## src/hdl/ctt_pkg.sv

```systemverilog
// shared types, widths and reset constants for the clock tempo tracker
// used by ctt_div and clock_tempo_tracker; no dependencies
package ctt_pkg;

  localparam int LEN_W       = 21;          // period and phase width
  localparam int CFG_W       = 20;          // widest config register
  localparam int PPQ_W       = 5;           // pulse count and pulse index width
  localparam int DIV_W       = 2 * LEN_W;   // divider dividend / quotient width
  localparam int SUM_W       = DIV_W + 1;   // quotient plus offset
  localparam int CNT_W       = $clog2(DIV_W + 1);
  localparam int CFG_IDX_W   = 3;
  localparam int IN_DATA_W   = 8;
  localparam int OUT_DATA_W  = 48;
  localparam int TIME_BITS_DEF = 22;

  localparam logic [PPQ_W-1:0] IDX_NONE = 5'd31;
  localparam logic [PPQ_W-1:0] P_MIN    = 5'd4;
  localparam logic [PPQ_W-1:0] P_MAX    = 5'd24;

  // ceil(2^23/3): product shifted down by 23 is floor(x/3) for x below 2^21
  localparam int          LO_SHIFT = 23;
  localparam logic [21:0] LO_RECIP = 22'd2796203;

  localparam int unsigned PULSES_RST  = 4;
  localparam int unsigned LEN_MIN_RST = 8820;
  localparam int unsigned LEN_MAX_RST = 88200;
  localparam int unsigned DEF_LEN_RST = 22050;
  localparam int unsigned MARGIN_RST  = 4410;

  typedef enum logic [CFG_IDX_W-1:0] {
    REG_PULSES      = 3'd0,
    REG_LEN_MIN     = 3'd1,
    REG_LEN_MAX     = 3'd2,
    REG_DEFAULT_LEN = 3'd3,
    REG_MARGIN      = 3'd4
  } cfg_reg_t;

  typedef enum logic [3:0] {
    ST_IDLE,
    ST_TB,
    ST_FRONT,
    ST_LO,
    ST_LEFT,
    ST_TO,
    ST_RUN,
    ST_SCALE,
    ST_TAIL,
    ST_DONE
  } state_t;

  typedef struct packed {
    logic             start;
    logic [CNT_W-1:0] nbits;   // dividend bits, left aligned in num
    logic [DIV_W-1:0] num;
    logic [LEN_W-1:0] den;
  } div_req_t;

  // upper bound first, then lower bound raised to at least 1
  function automatic logic [LEN_W-1:0] clamp_len(input logic [SUM_W-1:0] v,
                                                 input logic [LEN_W-1:0] lo,
                                                 input logic [LEN_W-1:0] hi);
    logic [SUM_W-1:0] t;
    logic [LEN_W-1:0] l;
    t = (v > SUM_W'(hi)) ? SUM_W'(hi) : v;
    l = (lo == '0) ? LEN_W'(1) : lo;
    if (t < SUM_W'(l)) begin
      t = SUM_W'(l);
    end
    return t[LEN_W-1:0];
  endfunction

endpackage

```

## src/hdl/ctt_div.sv

```systemverilog
// restoring divider, one quotient bit per cycle, shared by every division
// depends on ctt_pkg for widths and the request struct
module ctt_div (
  input  logic                     clk,
  input  logic                     rst,
  input  ctt_pkg::div_req_t        req,
  output logic                     done,
  output logic [ctt_pkg::DIV_W-1:0] quot
);
  import ctt_pkg::*;

  logic             busy;
  logic [CNT_W-1:0] cnt;
  logic [DIV_W-1:0] acc;
  logic [LEN_W-1:0] den;
  logic [LEN_W-1:0] rem;
  logic [LEN_W:0]   trial;
  logic             ge;

  assign trial = {rem, acc[DIV_W-1]};
  assign ge    = (trial >= {1'b0, den});
  assign quot  = acc;

  always_ff @(posedge clk) begin
    if (rst) begin
      busy <= 1'b0;
      done <= 1'b0;
      cnt  <= '0;
    end else begin
      done <= 1'b0;
      if (req.start) begin
        busy <= 1'b1;
        cnt  <= req.nbits;
      end else if (busy) begin
        cnt <= cnt - CNT_W'(1);
        if (cnt == CNT_W'(1)) begin
          busy <= 1'b0;
          done <= 1'b1;
        end
      end
    end
  end

  // quotient bits shift into the low end as the dividend leaves the top
  always_ff @(posedge clk) begin
    if (req.start) begin
      acc <= req.num;
      den <= req.den;
      rem <= '0;
    end else if (busy) begin
      rem <= ge ? LEN_W'(trial - {1'b0, den}) : trial[LEN_W-1:0];
      acc <= {acc[DIV_W-2:0], ge};
    end
  end

endmodule

```

## src/hdl/clock_tempo_tracker.sv

```systemverilog
// clock tempo tracker top level: sequencer, tempo state and stream ports
// depends on ctt_pkg and ctt_div (shared divider)
//
// usage
// - one slave transfer is one audio sample tick: s_tdata[0] flags a rising
//   edge of the external clock, s_tdata[1] a rising edge of its reset
// - one master transfer answers every tick with the state after that tick:
//   running flag, period length, phase count and phase-active flag
// - config writes go over cfg_valid/cfg_ready with cfg_index/cfg_data;
//   cfg_ready is always high, writes are meant for idle time only
// - every division goes through one shared restoring divider, one quotient
//   bit per cycle; that divider sets the tick time; the wide range lower
//   bound (length_min*2/3) comes from a reciprocal multiply instead
// - a tick with no counted clock pulse runs one 20 bit division (the
//   timeout base) between transfer and result; the next tick can
//   transfer in the cycle after the result is loaded
// - a clock pulse past the first of a period adds the ST_LO step and two
//   divisions of TIME_BITS+5 bits, and a length change while the phase
//   runs adds a 42 bit rescale
// - s_tready is high only between ticks; a finished result sits in the
//   output register, so the next tick is taken while it waits; if the
//   receiver still stalls when the next result is ready, the sequencer holds
// - rst clears the tempo state and restores the register reset values;
//   no clearing pass is needed
module clock_tempo_tracker #(
  parameter int TIME_BITS = ctt_pkg::TIME_BITS_DEF
) (
  input  logic                          clk,
  input  logic                          rst,
  input  logic                          s_tvalid,
  output logic                          s_tready,
  // [0] clock_edge, [1] reset_edge, [7:2] zero
  input  logic [ctt_pkg::IN_DATA_W-1:0] s_tdata,
  output logic                          m_tvalid,
  input  logic                          m_tready,
  // [0] is_running, [21:1] period_length, [42:22] phase_count,
  // [43] phase_active, [47:44] zero
  output logic [ctt_pkg::OUT_DATA_W-1:0] m_tdata,
  input  logic                          cfg_valid,
  output logic                          cfg_ready,
  input  logic [ctt_pkg::CFG_IDX_W-1:0] cfg_index,
  input  logic [ctt_pkg::CFG_W-1:0]     cfg_data
);
  import ctt_pkg::*;

  localparam int MUL_W = TIME_BITS + PPQ_W;   // interval times pulse factor
  localparam int ALIGN = DIV_W - MUL_W;
  localparam longint unsigned TC_RAW = LEN_MAX_RST / PULSES_RST + MARGIN_RST;
  localparam longint unsigned T_MAX  = (64'd1 << TIME_BITS) - 64'd1;
  localparam logic [TIME_BITS-1:0] TC_INIT =
    TIME_BITS'((TC_RAW > T_MAX) ? T_MAX : TC_RAW);
  localparam logic [SUM_W-1:0] T_MAX_SUM = SUM_W'({TIME_BITS{1'b1}});

  // config registers
  logic [PPQ_W-1:0] pulses_per_period;
  logic [CFG_W-1:0] length_min;
  logic [CFG_W-1:0] length_max;
  logic [CFG_W-1:0] timeout_margin;

  // tempo state
  logic                 running_flag,   running_flag_next;
  logic [PPQ_W-1:0]     pulse_index,    pulse_index_next;
  logic [TIME_BITS-1:0] interval_count, interval_count_next;
  logic [TIME_BITS-1:0] timeout_count,  timeout_count_next;
  logic [LEN_W-1:0]     master_period,  master_period_next;
  logic [LEN_W-1:0]     phase_value,    phase_value_next;
  logic                 phase_on,       phase_on_next;

  // per-tick working registers
  state_t               state, state_next;
  logic                 in_clk, in_clk_next;
  logic                 in_rst, in_rst_next;
  logic [TIME_BITS-1:0] tb, tb_next;              // timeout after soft reset
  logic [LEN_W-1:0]     lo_wide, lo_wide_next;    // length_min*2/3
  logic [LEN_W-1:0]     pending, pending_next;    // next period length
  logic                 load_out;

  // divider
  div_req_t         div_req;
  logic             div_done;
  logic [DIV_W-1:0] div_quot;

  // derived values
  logic [PPQ_W-1:0]     p_eff;
  logic [LEN_W:0]       lm3;
  logic [LEN_W-1:0]     hi_wide;
  logic [LO_SHIFT+LEN_W-1:0] lo_prod;
  logic [SUM_W-1:0]     q_sum;
  logic [TIME_BITS-1:0] q_sat;
  logic [TIME_BITS-1:0] ic_inc;
  logic [LEN_W-1:0]     phase_cur;
  logic [MUL_W-1:0]     mul_left;
  logic [MUL_W-1:0]     mul_to;
  logic [DIV_W-1:0]     mul_scale;
  logic                 front_sr;
  logic [PPQ_W-1:0]     pi_base;
  logic [PPQ_W-1:0]     pi_adv;
  logic [LEN_W-1:0]     mp_norm;
  logic [LEN_W-1:0]     pend_norm;
  logic                 stop;
  logic                 po_t;
  logic [LEN_W-1:0]     pv_t;
  logic [LEN_W:0]       pv1;

  assign s_tready  = (state == ST_IDLE);
  assign cfg_ready = 1'b1;

  ctt_div u_div (
    .clk  (clk),
    .rst  (rst),
    .req  (div_req),
    .done (div_done),
    .quot (div_quot)
  );

  // config writes; the default length only matters at rst, where it is
  // back at its reset value, so it is not kept
  always_ff @(posedge clk) begin
    if (rst) begin
      pulses_per_period <= PPQ_W'(PULSES_RST);
      length_min        <= CFG_W'(LEN_MIN_RST);
      length_max        <= CFG_W'(LEN_MAX_RST);
      timeout_margin    <= CFG_W'(MARGIN_RST);
    end else if (cfg_valid && cfg_ready) begin
      unique case (cfg_index)
        REG_PULSES:      pulses_per_period <= cfg_data[PPQ_W-1:0];
        REG_LEN_MIN:     length_min        <= cfg_data;
        REG_LEN_MAX:     length_max        <= cfg_data;
        REG_DEFAULT_LEN: ;
        REG_MARGIN:      timeout_margin    <= cfg_data;
        default:         ;
      endcase
    end
  end

  // pulse count saturated to its legal range
  assign p_eff = (pulses_per_period < P_MIN) ? P_MIN :
                 (pulses_per_period > P_MAX) ? P_MAX : pulses_per_period;

  // wide range upper bound, length_max*3/2
  assign lm3     = ({2'b00, length_max} << 1) + {2'b00, length_max};
  assign hi_wide = lm3[LEN_W:1];

  // wide range lower bound, (length_min*2) times the reciprocal of 3
  assign lo_prod = (LO_SHIFT+LEN_W)'({length_min, 1'b0}) * (LO_SHIFT+LEN_W)'(LO_RECIP);

  // divider result plus margin, saturated to the timer width
  assign q_sum = SUM_W'(div_quot) + SUM_W'(timeout_margin);
  assign q_sat = (q_sum > T_MAX_SUM) ? {TIME_BITS{1'b1}} : q_sum[TIME_BITS-1:0];

  assign ic_inc = (interval_count == {TIME_BITS{1'b1}}) ? interval_count
                                                        : interval_count + 1'b1;
  assign phase_cur = phase_on ? phase_value : '0;

  // operands for the divider, registered inside it
  assign mul_left  = MUL_W'(interval_count) * MUL_W'(p_eff - pulse_index);
  assign mul_to    = MUL_W'(interval_count) * MUL_W'({1'b0, pulse_index} + 6'd1);
  assign mul_scale = DIV_W'(phase_value) * DIV_W'(pending);

  // start of tick: soft reset on a reset edge or on the first clock edge
  assign front_sr = in_rst || (in_clk && !running_flag);
  assign pi_base  = front_sr ? IDX_NONE : pulse_index;
  assign pi_adv   = ((pi_base == IDX_NONE) || (({1'b0, pi_base} + 6'd1) >= {1'b0, p_eff}))
                    ? '0 : pi_base + 1'b1;
  assign mp_norm   = clamp_len(SUM_W'(master_period), LEN_W'(length_min), LEN_W'(length_max));
  assign pend_norm = clamp_len(SUM_W'(pending), LEN_W'(length_min), LEN_W'(length_max));

  assign stop = running_flag && (ic_inc > timeout_count);

  // end of tick: counter start and advance
  assign po_t = phase_on || running_flag;
  assign pv_t = phase_on ? phase_value : '0;
  assign pv1  = {1'b0, pv_t} + 1'b1;

  always_ff @(posedge clk) begin
    if (rst) begin
      state          <= ST_IDLE;
      running_flag   <= 1'b0;
      pulse_index    <= IDX_NONE;
      interval_count <= '0;
      timeout_count  <= TC_INIT;
      master_period  <= LEN_W'(DEF_LEN_RST);
      phase_value    <= '0;
      phase_on       <= 1'b0;
    end else begin
      state          <= state_next;
      running_flag   <= running_flag_next;
      pulse_index    <= pulse_index_next;
      interval_count <= interval_count_next;
      timeout_count  <= timeout_count_next;
      master_period  <= master_period_next;
      phase_value    <= phase_value_next;
      phase_on       <= phase_on_next;
    end
  end

  always_ff @(posedge clk) begin
    in_clk  <= in_clk_next;
    in_rst  <= in_rst_next;
    tb      <= tb_next;
    lo_wide <= lo_wide_next;
    pending <= pending_next;
  end

  // sequencer
  always_comb begin
    state_next          = state;
    running_flag_next   = running_flag;
    pulse_index_next    = pulse_index;
    interval_count_next = interval_count;
    timeout_count_next  = timeout_count;
    master_period_next  = master_period;
    phase_value_next    = phase_value;
    phase_on_next       = phase_on;
    in_clk_next         = in_clk;
    in_rst_next         = in_rst;
    tb_next             = tb;
    lo_wide_next        = lo_wide;
    pending_next        = pending;
    load_out            = 1'b0;
    div_req             = '0;

    unique case (state)
      ST_IDLE: begin
        if (s_tvalid) begin
          in_clk_next   = s_tdata[0];
          in_rst_next   = s_tdata[1];
          // timeout base: length_max / pulses
          div_req.start = 1'b1;
          div_req.nbits = CNT_W'(CFG_W);
          div_req.num   = DIV_W'(length_max) << (DIV_W - CFG_W);
          div_req.den   = LEN_W'(p_eff);
          state_next    = ST_TB;
        end
      end

      ST_TB: begin
        if (div_done) begin
          tb_next    = q_sat;
          state_next = ST_FRONT;
        end
      end

      ST_FRONT: begin
        pending_next = master_period;
        if (front_sr) begin
          phase_on_next       = 1'b0;
          phase_value_next    = '0;
          pulse_index_next    = IDX_NONE;
          interval_count_next = '0;
          timeout_count_next  = tb;
          master_period_next  = mp_norm;
          pending_next        = mp_norm;
        end
        if (in_clk) begin
          running_flag_next = 1'b1;
          pulse_index_next  = pi_adv;
          if (pi_adv == '0) begin
            interval_count_next = '0;
            state_next          = ST_RUN;
          end else begin
            state_next = ST_LO;
          end
        end else begin
          state_next = ST_RUN;
        end
      end

      ST_LO: begin
        // wide range lower bound, length_min*2/3
        lo_wide_next  = lo_prod[LO_SHIFT +: LEN_W];
        // time left in the period: interval*(P-idx)/idx
        div_req.start = 1'b1;
        div_req.nbits = CNT_W'(MUL_W);
        div_req.num   = DIV_W'(mul_left) << ALIGN;
        div_req.den   = LEN_W'(pulse_index);
        state_next    = ST_LEFT;
      end

      ST_LEFT: begin
        if (div_done) begin
          pending_next  = clamp_len(SUM_W'(phase_cur) + SUM_W'(div_quot),
                                    lo_wide, hi_wide);
          // next edge expected at interval*(idx+1)/idx
          div_req.start = 1'b1;
          div_req.nbits = CNT_W'(MUL_W);
          div_req.num   = DIV_W'(mul_to) << ALIGN;
          div_req.den   = LEN_W'(pulse_index);
          state_next    = ST_TO;
        end
      end

      ST_TO: begin
        if (div_done) begin
          timeout_count_next = q_sat;
          state_next         = ST_RUN;
        end
      end

      ST_RUN: begin
        if (running_flag) begin
          interval_count_next = ic_inc;
        end
        if (stop) begin
          // timeout: stop and soft reset, pending length clamped to length_min..length_max
          running_flag_next   = 1'b0;
          phase_on_next       = 1'b0;
          phase_value_next    = '0;
          pulse_index_next    = IDX_NONE;
          interval_count_next = '0;
          timeout_count_next  = tb;
          master_period_next  = pend_norm;
          state_next          = ST_TAIL;
        end else if (pending != master_period) begin
          if (phase_on) begin
            // rescale the phase: phase*pending/master_period
            div_req.start = 1'b1;
            div_req.nbits = CNT_W'(DIV_W);
            div_req.num   = mul_scale;
            div_req.den   = master_period;
            state_next    = ST_SCALE;
          end else begin
            master_period_next = pending;
            state_next         = ST_TAIL;
          end
        end else begin
          state_next = ST_TAIL;
        end
      end

      ST_SCALE: begin
        if (div_done) begin
          phase_value_next   = div_quot[LEN_W-1:0];
          master_period_next = pending;
          state_next         = ST_TAIL;
        end
      end

      ST_TAIL: begin
        if (po_t) begin
          if (pv1 >= {1'b0, master_period}) begin
            phase_on_next    = 1'b0;
            phase_value_next = '0;
          end else begin
            phase_on_next    = 1'b1;
            phase_value_next = pv1[LEN_W-1:0];
          end
        end
        state_next = ST_DONE;
      end

      ST_DONE: begin
        if (!m_tvalid || m_tready) begin
          load_out   = 1'b1;
          state_next = ST_IDLE;
        end
      end

      default: state_next = ST_IDLE;
    endcase
  end

  // output register, frees up on the receiver's transfer
  always_ff @(posedge clk) begin
    if (rst) begin
      m_tvalid <= 1'b0;
    end else if (load_out) begin
      m_tvalid <= 1'b1;
    end else if (m_tready) begin
      m_tvalid <= 1'b0;
    end
  end

  always_ff @(posedge clk) begin
    if (load_out) begin
      m_tdata <= {{(OUT_DATA_W - 2 * LEN_W - 2){1'b0}}, phase_on, phase_cur,
                  master_period, running_flag};
    end
  end

  // between ticks a stopped counter sits at zero
  a_phase_zero: assert property (@(posedge clk) disable iff (rst)
    (state == ST_IDLE && !phase_on) |-> (phase_value == '0))
    else $error("stopped phase counter is not zero");

  // between ticks a running counter stays inside the period
  a_phase_range: assert property (@(posedge clk) disable iff (rst)
    (state == ST_IDLE && phase_on) |-> (phase_value < master_period))
    else $error("phase counter past period length");

  // divider results only show up while the sequencer waits for them
  a_div_wait: assert property (@(posedge clk) disable iff (rst)
    div_done |-> (state == ST_TB || state == ST_LEFT ||
                  state == ST_TO || state == ST_SCALE))
    else $error("divider finished outside a wait state");

  // a finished result waits while the output register is still full
  a_out_hold: assert property (@(posedge clk) disable iff (rst)
    (state == ST_DONE && m_tvalid && !m_tready) |=> (state == ST_DONE))
    else $error("result overwrote a pending output");

  // pulse index is either unset or below the largest pulse count
  a_index: assert property (@(posedge clk) disable iff (rst)
    (state == ST_IDLE) |-> (pulse_index == IDX_NONE || pulse_index < P_MAX))
    else $error("pulse index out of range");

endmodule
```

## config.mk

```make
export PLATFORM = sky130hd
export DESIGN_NAME = clock_tempo_tracker
export DESIGN_NICKNAME = d
export VERILOG_FILES = /design/src/hdl/ctt_pkg.sv /design/src/hdl/ctt_div.sv /design/src/hdl/clock_tempo_tracker.sv
export SDC_FILE = /design/constraint.sdc
export NUM_CORES = 2
export LEC_CHECK = 0
export BUFFER_PORTS_ARGS = -buffer_cell sky130_fd_sc_hd__buf_2
export CAP_MARGIN = 20
export CORE_MARGIN = 2
export CORE_UTILIZATION = 46
export CTS_CLUSTER_DIAMETER = 50
export DETAILED_ROUTE_END_ITERATION = 8
export HOLD_SLACK_MARGIN = 0.12
export PLACE_DENSITY = 0.7
export SLEW_MARGIN = 20
export SYNTH_ARGS = -nofsm -noshare
export SYNTH_HDL_FRONTEND = slang
export SYNTH_SLANG_ARGS = --single-unit
```

## constraint.sdc

```tcl
create_clock -name clk -period 10.8 [get_ports clk]
set_input_delay 1.08 -clock clk [delete_from_list [all_inputs] [get_ports clk]]
set_output_delay 1.08 -clock clk [all_outputs]
set_load 0.01 [all_outputs]
```

Yosys cells after proc, flatten, opt, wreduce, memory -nomap -nowiden
Cells that the tools add are included.
{"block": "totals", "reg_bits": 364, "in_bits": 36, "out_inout_bits": 51, "word_cells": 200}
{"block": "classes", "addsub": 11, "multipliers": 4, "n_lt_le_gt_ge": 13, "n_eq_ne": 29, "n_mux": 80, "bitwise": 1, "reduce_logical": 37}
{"operator": "2-to-1 mux 21 bit", "count": 18}
{"operator": "2-to-1 mux 70 bit", "count": 5}
{"operator": "one-hot mux 70 bit (4 select lines)", "count": 1}
{"operator": "2-to-1 mux 22 bit", "count": 10}
{"operator": "2-to-1 mux 42 bit", "count": 2}
{"operator": "one-hot mux 21 bit (4 select lines)", "count": 1}
{"operator": "one-hot mux 22 bit (3 select lines)", "count": 1}
{"operator": "one-hot mux 21 bit (3 select lines)", "count": 1}
{"operator": ">= comparator 22 x 21 -> 1 bit", "count": 2}
{"operator": "one-hot mux 22 bit (2 select lines)", "count": 1}
{"operator": "adder 21 x 42 -> 43 bit", "count": 1}
{"operator": "adder 42 x 20 -> 43 bit", "count": 1}
{"operator": "greater-than comparator 43 x 21 -> 1 bit", "count": 1}
{"operator": "greater-than comparator 43 x 22 -> 1 bit (second input constant)", "count": 1}
{"operator": "< comparator 43 x 20 -> 1 bit", "count": 1}
{"operator": "2-to-1 mux 43 bit", "count": 1}
{"operator": "greater-than comparator 21 x 20 -> 1 bit", "count": 2}
{"operator": "multiplier 20 x 22 -> 42 bit (second input constant)", "count": 1}
{"operator": "multiplier 21 x 21 -> 42 bit", "count": 1}
{"operator": "one-hot mux 21 bit (2 select lines)", "count": 1}
{"operator": "2-to-1 mux 20 bit", "count": 2}
{"operator": "2-to-1 mux 4 bit", "count": 10}
{"operator": "one-hot mux 4 bit (10 select lines)", "count": 1}
{"operator": "2-to-1 mux 5 bit", "count": 6}
{"operator": "other kinds (54)", "count": 103}

Depth between registers and ports, before layout
{"block": "logic_depth", "depth_word": 12, "mapped_depth": 42, "depth_no_buf": 39}

Cells and area by module
Synthesis repeated with hierarchy kept, for this count alone.
{"block": "unflattened", "hier_cells": 6599, "hier_area_um2": 56197.6}
{"mod": "clock_tempo_tracker", "instances": 1, "cells_per_inst": 6156, "area_each_um2": 51284.2}
{"mod": "ctt_div", "instances": 1, "cells_per_inst": 443, "area_each_um2": 4913.5}

Worst setup path after synthesis
Ideal clock, no wire load.
{"block": "synth_timing", "path_kind": "flip-flop to flip-flop", "startpoint": "register phase_on", "endpoint": "register pending[10], data pin", "arrival_time_ps": 8226, "setup_slack_ps": 2299, "path_stages_with_launch": 42, "n_path_buf": 7, "period_less_slack_ps": 8501, "cell_sequence": "dfxtp_1 buf_2 clkbuf_1 clkbuf_1 clkbuf_1 and2_1 ha_1 a211oi_2 o21ai_1 a2111oi_4 o21ai_2 or2_2 a31oi_1 xnor2_1 inv_1 ha_1 nand3_1 or3b_2 [... 6 more ...] buf_6 clkbuf_1 mux2_2 ha_1 a21o_1 a21oi_1 nor2b_1 o21ai_0 nand2b_1 a21oi_1 nor2b_1 o21ai_0 nand2b_1 a221oi_1 o211a_4 buf_8 mux2i_1 mux2i_1"}
{"block": "synth_via", "elab_chain_len": 8}
{"element": "from (decl)", "line": "clock_tempo_tracker.sv:67", "text": "logic phase_on, phase_on_next;"}
{"element": "from (signal assigned)", "line": "clock_tempo_tracker.sv:193", "text": "phase_on <= phase_on_next;"}
{"element": "2-to-1 mux 21 bit (*)", "line": "clock_tempo_tracker.sv:153", "text": "assign phase_cur = phase_on ? phase_value : '0;"}
{"element": "via phase_cur[1]", "line": "clock_tempo_tracker.sv:91", "text": "logic [LEN_W-1:0] phase_cur;"}
{"element": "adder 21 x 42 -> 43 bit (*)", "line": "clock_tempo_tracker.sv:282", "text": "pending_next = clamp_len(SUM_W'(phase_cur) + SUM_W'(div_quot),"}
{"element": "greater-than comparator 43 x 21 -> 1 bit", "line": "ctt_pkg.sv:64", "text": "t = (v > SUM_W'(hi)) ? SUM_W'(hi) : v;"}
{"element": "2-to-1 mux 43 bit (*)", "line": "ctt_pkg.sv:64"}
{"element": "< comparator 43 x 20 -> 1 bit", "line": "ctt_pkg.sv:66", "text": "if (t < SUM_W'(l)) begin"}
{"element": "2-to-1 mux 21 bit (*)", "line": "ctt_pkg.sv:66"}
{"element": "2-to-1 mux 21 bit (*)", "line": "clock_tempo_tracker.sv:281", "text": "if (div_done) begin"}
{"element": "one-hot mux 21 bit (2 select lines) (*)", "line": "clock_tempo_tracker.sv:223", "text": "unique case (state)"}
{"element": "via pending_next[10]", "line": "clock_tempo_tracker.sv:75", "text": "logic [LEN_W-1:0] pending, pending_next;"}
{"element": "to (signal assigned)", "line": "clock_tempo_tracker.sv:202", "text": "pending <= pending_next;"}
{"element": "to (decl)", "line": "clock_tempo_tracker.sv:75"}
The timed path passes the listed nets; every way through them passes the cells marked *. The select of a mux whose other input is x is not followed.
A chain may end at the register's enable or synchronous reset.

Final worst setup path
{"block": "layout_timing", "startpoint": "register length_max[1]", "endpoint": "register pending[12], data pin"}
{"block": "layout_via", "elab_chain_len": 7}
{"element": "from (decl)", "line": "clock_tempo_tracker.sv:57", "text": "logic [CFG_W-1:0] length_max;"}
{"element": "from (signal assigned)", "line": "clock_tempo_tracker.sv:122", "text": "length_max <= CFG_W'(LEN_MAX_RST);"}
{"element": "from (signal assigned)", "line": "clock_tempo_tracker.sv:128", "text": "REG_LEN_MAX: length_max <= cfg_data;"}
{"element": "adder 21 x 20 -> 22 bit", "line": "clock_tempo_tracker.sv:141", "text": "assign lm3 = ({2'b00, length_max} << 1) + {2'b00, length_max};"}
{"element": "greater-than comparator 43 x 21 -> 1 bit", "line": "ctt_pkg.sv:64"}
{"element": "2-to-1 mux 43 bit", "line": "ctt_pkg.sv:64"}
{"element": "< comparator 43 x 20 -> 1 bit", "line": "ctt_pkg.sv:66"}
{"element": "2-to-1 mux 21 bit", "line": "ctt_pkg.sv:66"}
{"element": "2-to-1 mux 21 bit", "line": "clock_tempo_tracker.sv:281"}
{"element": "one-hot mux 21 bit (2 select lines) (*)", "line": "clock_tempo_tracker.sv:223"}
{"element": "via pending_next[12]", "line": "clock_tempo_tracker.sv:75"}
Marked as above.

==> impl_metrics.yaml <==
outcome:
  status: "complete, no violations"
worst_setup_path:
  cp_data_arrival_time_ps: 10070
  r2r_setup_slack_ps: 1110
  cpPeakStageDelay_ps: 640
  cp_num_cells: 36
  reg2reg_to: "pending[12]"
  worstSetupEndpoint: "pending[12]"
  crit_fanout: 29
  reg2reg_depth: 36
  cp-start-kind: "flop"
  crit_buf_inv: 0
  crit_type: "reg -> reg"
  critPathLaunch: "length_max[1]"
  required_ps: 11180
  endpoint_kind: "flop"
  crit_slowest_cell: "or4_4"
  rr_startpoint: "length_max[1]"
  crit_family: "compound AO/OA/AOI/OAI gates"
sta:
  hold_viol: 0
  whs_ps: 449
  finClkSkew_ps: 43.0
  max_clock_freq_mhz: 103
  rsz0062_at_grt: "false"
  slew_viol_final: 0
  fin_crit_sh_pct: 89.7
  period_needed_ps: 9690
  slew_headroom_pct: 16.0
  setup_viol: 0
  finalSetupTns_ps: 0
  tightestPinTransition_ps: 1250
clock_tree:
  cts_max_level: 2
  cts_made_buffers: 60
  cts-root-buf: "clkbuf_16"
  cts_hold_buf: 0
  clk-insertion-delay-late_ps: 670
  clk_path_buf_depth: 3
  postCtsSetupBuffers: 0
  cts.clk_slew.worst_paths_ps: 60
  cts.sinks: 364
  cts_resized: 0
  cts_tree: "built"
floorplanning:
  die_area_sq_um: 124000
  die_x_um: 352
  start_util_pct: 46.3
  die-height_um: 352
  core-area_sq_um: 120000
  ios: 87
  placementRows: 127
synthesis:
  async_flop_share_pct: 0
  synth_cell_types: 100
  synth_area_sq_um: 55600
  synthCells: 6459
  ys.flop_type: "dfxtp_1"
  synth-seq-cells: 364
  synth_most_common_cell: "inv_1"
  synthTopCellsByArea: "fa_1 (23%), ha_1 (15%), edfxtp_1 (9.3%)"
  synth.top_cell.area_share_pct: 23.0
  synth_edf_count: 172
  yosysWarningCount: 0
  synthTopCellsByCount: "inv_1 (1024), nand2_1 (705), ha_1 (672)"
  avgSynthCellArea_sq_um: 8.61
  yosysTopAreaCell: "fa_1"
  ys_seq_area_share_pct: 16.2
finish:
  area_delta_synth_final_pct: 7.26
  fin_util_pct: 49.7
  nets: 7722
  drive_above_1_share_pct: 5.88
detailed_routing:
  vias_per_cell: 5.81
  avgRoutedWirePerCell_um: 21.8
  routed_wl_mm: 175
  drt_pass1_iterations: 8
  drcViolationCount: 0
  first_iter_violations: 4033
  ant_nets: 0
  dr_total_vias: 46700
power:
  swShare_pct: 46.8
  max-vdd-ir-drop_uv: 174
  seqPwrFrac_pct: 24.0
  p_leak_nw: 28.9
  p_switching_mw: 4.11
  p_per_area_nw_per_um2: 147
  combPwrFrac_pct: 53.7
  p_int_mw: 4.67
  p_clk_share_pct: 22.3
global_route:
  grt_pass1_wl_mm: 273
  grt_use_total_pct: 28.7
  grt_overflow: 0
  antenna_found_initial: 4
  grt_pass1_vias: 46500
  grt_max_degree: 75
flow_run:
  maxCapViolations: 0
placement:
  portBuffers: 75
  gp_congestion: 1.00
  hpwl_mm: 139
worst_hold_path:
  hold_class: "reg -> reg"
-- through the flow --
step | instances | setup slack, ps | cell area, sq um | power (mW)
finish | 8039 | 1110 | 59600 | 8.78
global route | 8038 | 588 | 59600 | 9.45
CTS | 8038 | 1290 | 59600 | 8.75
detailed placement | 7924 | 1300 | 57600 | 6.74
global placement | 7923 | 1150 | 57500 | 6.67
floorplan | 6462 | 2300 | 55600 | 5.34
-- cells in the final DEF (no fill, tap or decap), types with 79 or more instances in the layout --
cell type / n
a21o_1: 126
nand2_1: 705
xnor2_1: 146
fa_1: 640
buf_4: 102
nor2_1: 285
and2_1: 348
o21ai_0: 250
xor2_1: 87
nor3_1: 79
inv_1: 1023
edfxtp_1: 172
nand3_1: 133
ha_1: 672
a21oi_1: 294
nand2b_1: 87
mux2i_1: 79
dfxtp_1: 192
-- cell families (layout without fill, tap and decap cells) --
group | count (synthesis) | in the layout | share of synthesized area [%]
compound gates | 1171 | 1171 | 13.9
simple gates | 1928 | 1928 | 17.0
other cells | 2 | 6 | 0.0135
flops | 364 | 364 | 16.2
buf+inv | 1352 | 1316 | 9.27
xor+xnor | 235 | 235 | 3.70
fa+ha+maj | 1312 | 1312 | 38.2
mux | 95 | 95 | 1.78
-- worst min-delay path by stage --
stage | start | endpoint | cells after the start
floorplan | phase_on | m_tdata[43] | 0
global placement | timeout_count[17] | timeout_count[17] | 1
detailed placement | timeout_count[18] | timeout_count[18] | 1
CTS | timeout_count[18] | timeout_count[18] | 1
global route | timeout_count[21] | timeout_count[21] | 1
finish | timeout_count[18] | timeout_count[18] | 1
-- per-layer routing --
layer	up-vias	GRT usage (%)	part of all wire [%]
met5	-	0	0
met4	0	11.9	4.7
met3	388	4.40	8.7
met2	1981	45.2	44
met1	23000	39.3	42
li1	21300	-	-
-- flip-flops by register name (all words and copies together), names as in the netlist, 21 cells and up --
| register | flops |
|---|---|
| pending | 21 |
| u_div.quot | 42 |
| phase_value | 21 |
| m_tdata | 44 |
| timeout_count | 22 |
| master_period | 21 |
| u_div.rem | 21 |
| tb | 22 |
| u_div.den | 21 |
| interval_count | 22 |
-- final cells by class --
cell class | instances | area [sq um]
diodes | 1 | 2.50
multi-input cells | 4746 | 41600
well taps | 1612 | 2020
fillers | 11200 | 60300
clock buffers | 67 | 1600
flip-flops and latches | 364 | 9010
repair buffers | 177 | 1150
clock inverters | 47 | 454
inverters | 1025 | 3850
-- power groups by stage --
stage / Clock, mW / Combinational, mW / Sequential [mW]
after floorplan: 0 / 3.49 / 1.84
after global placement: 0 / 4.57 / 2.10
after detailed placement: 0 / 4.64 / 2.10
after CTS: 1.98 / 4.69 / 2.08
after global routing: 2.04 / 5.30 / 2.11
final: 1.96 / 4.71 / 2.10
(Power assumes the default switching activity.)
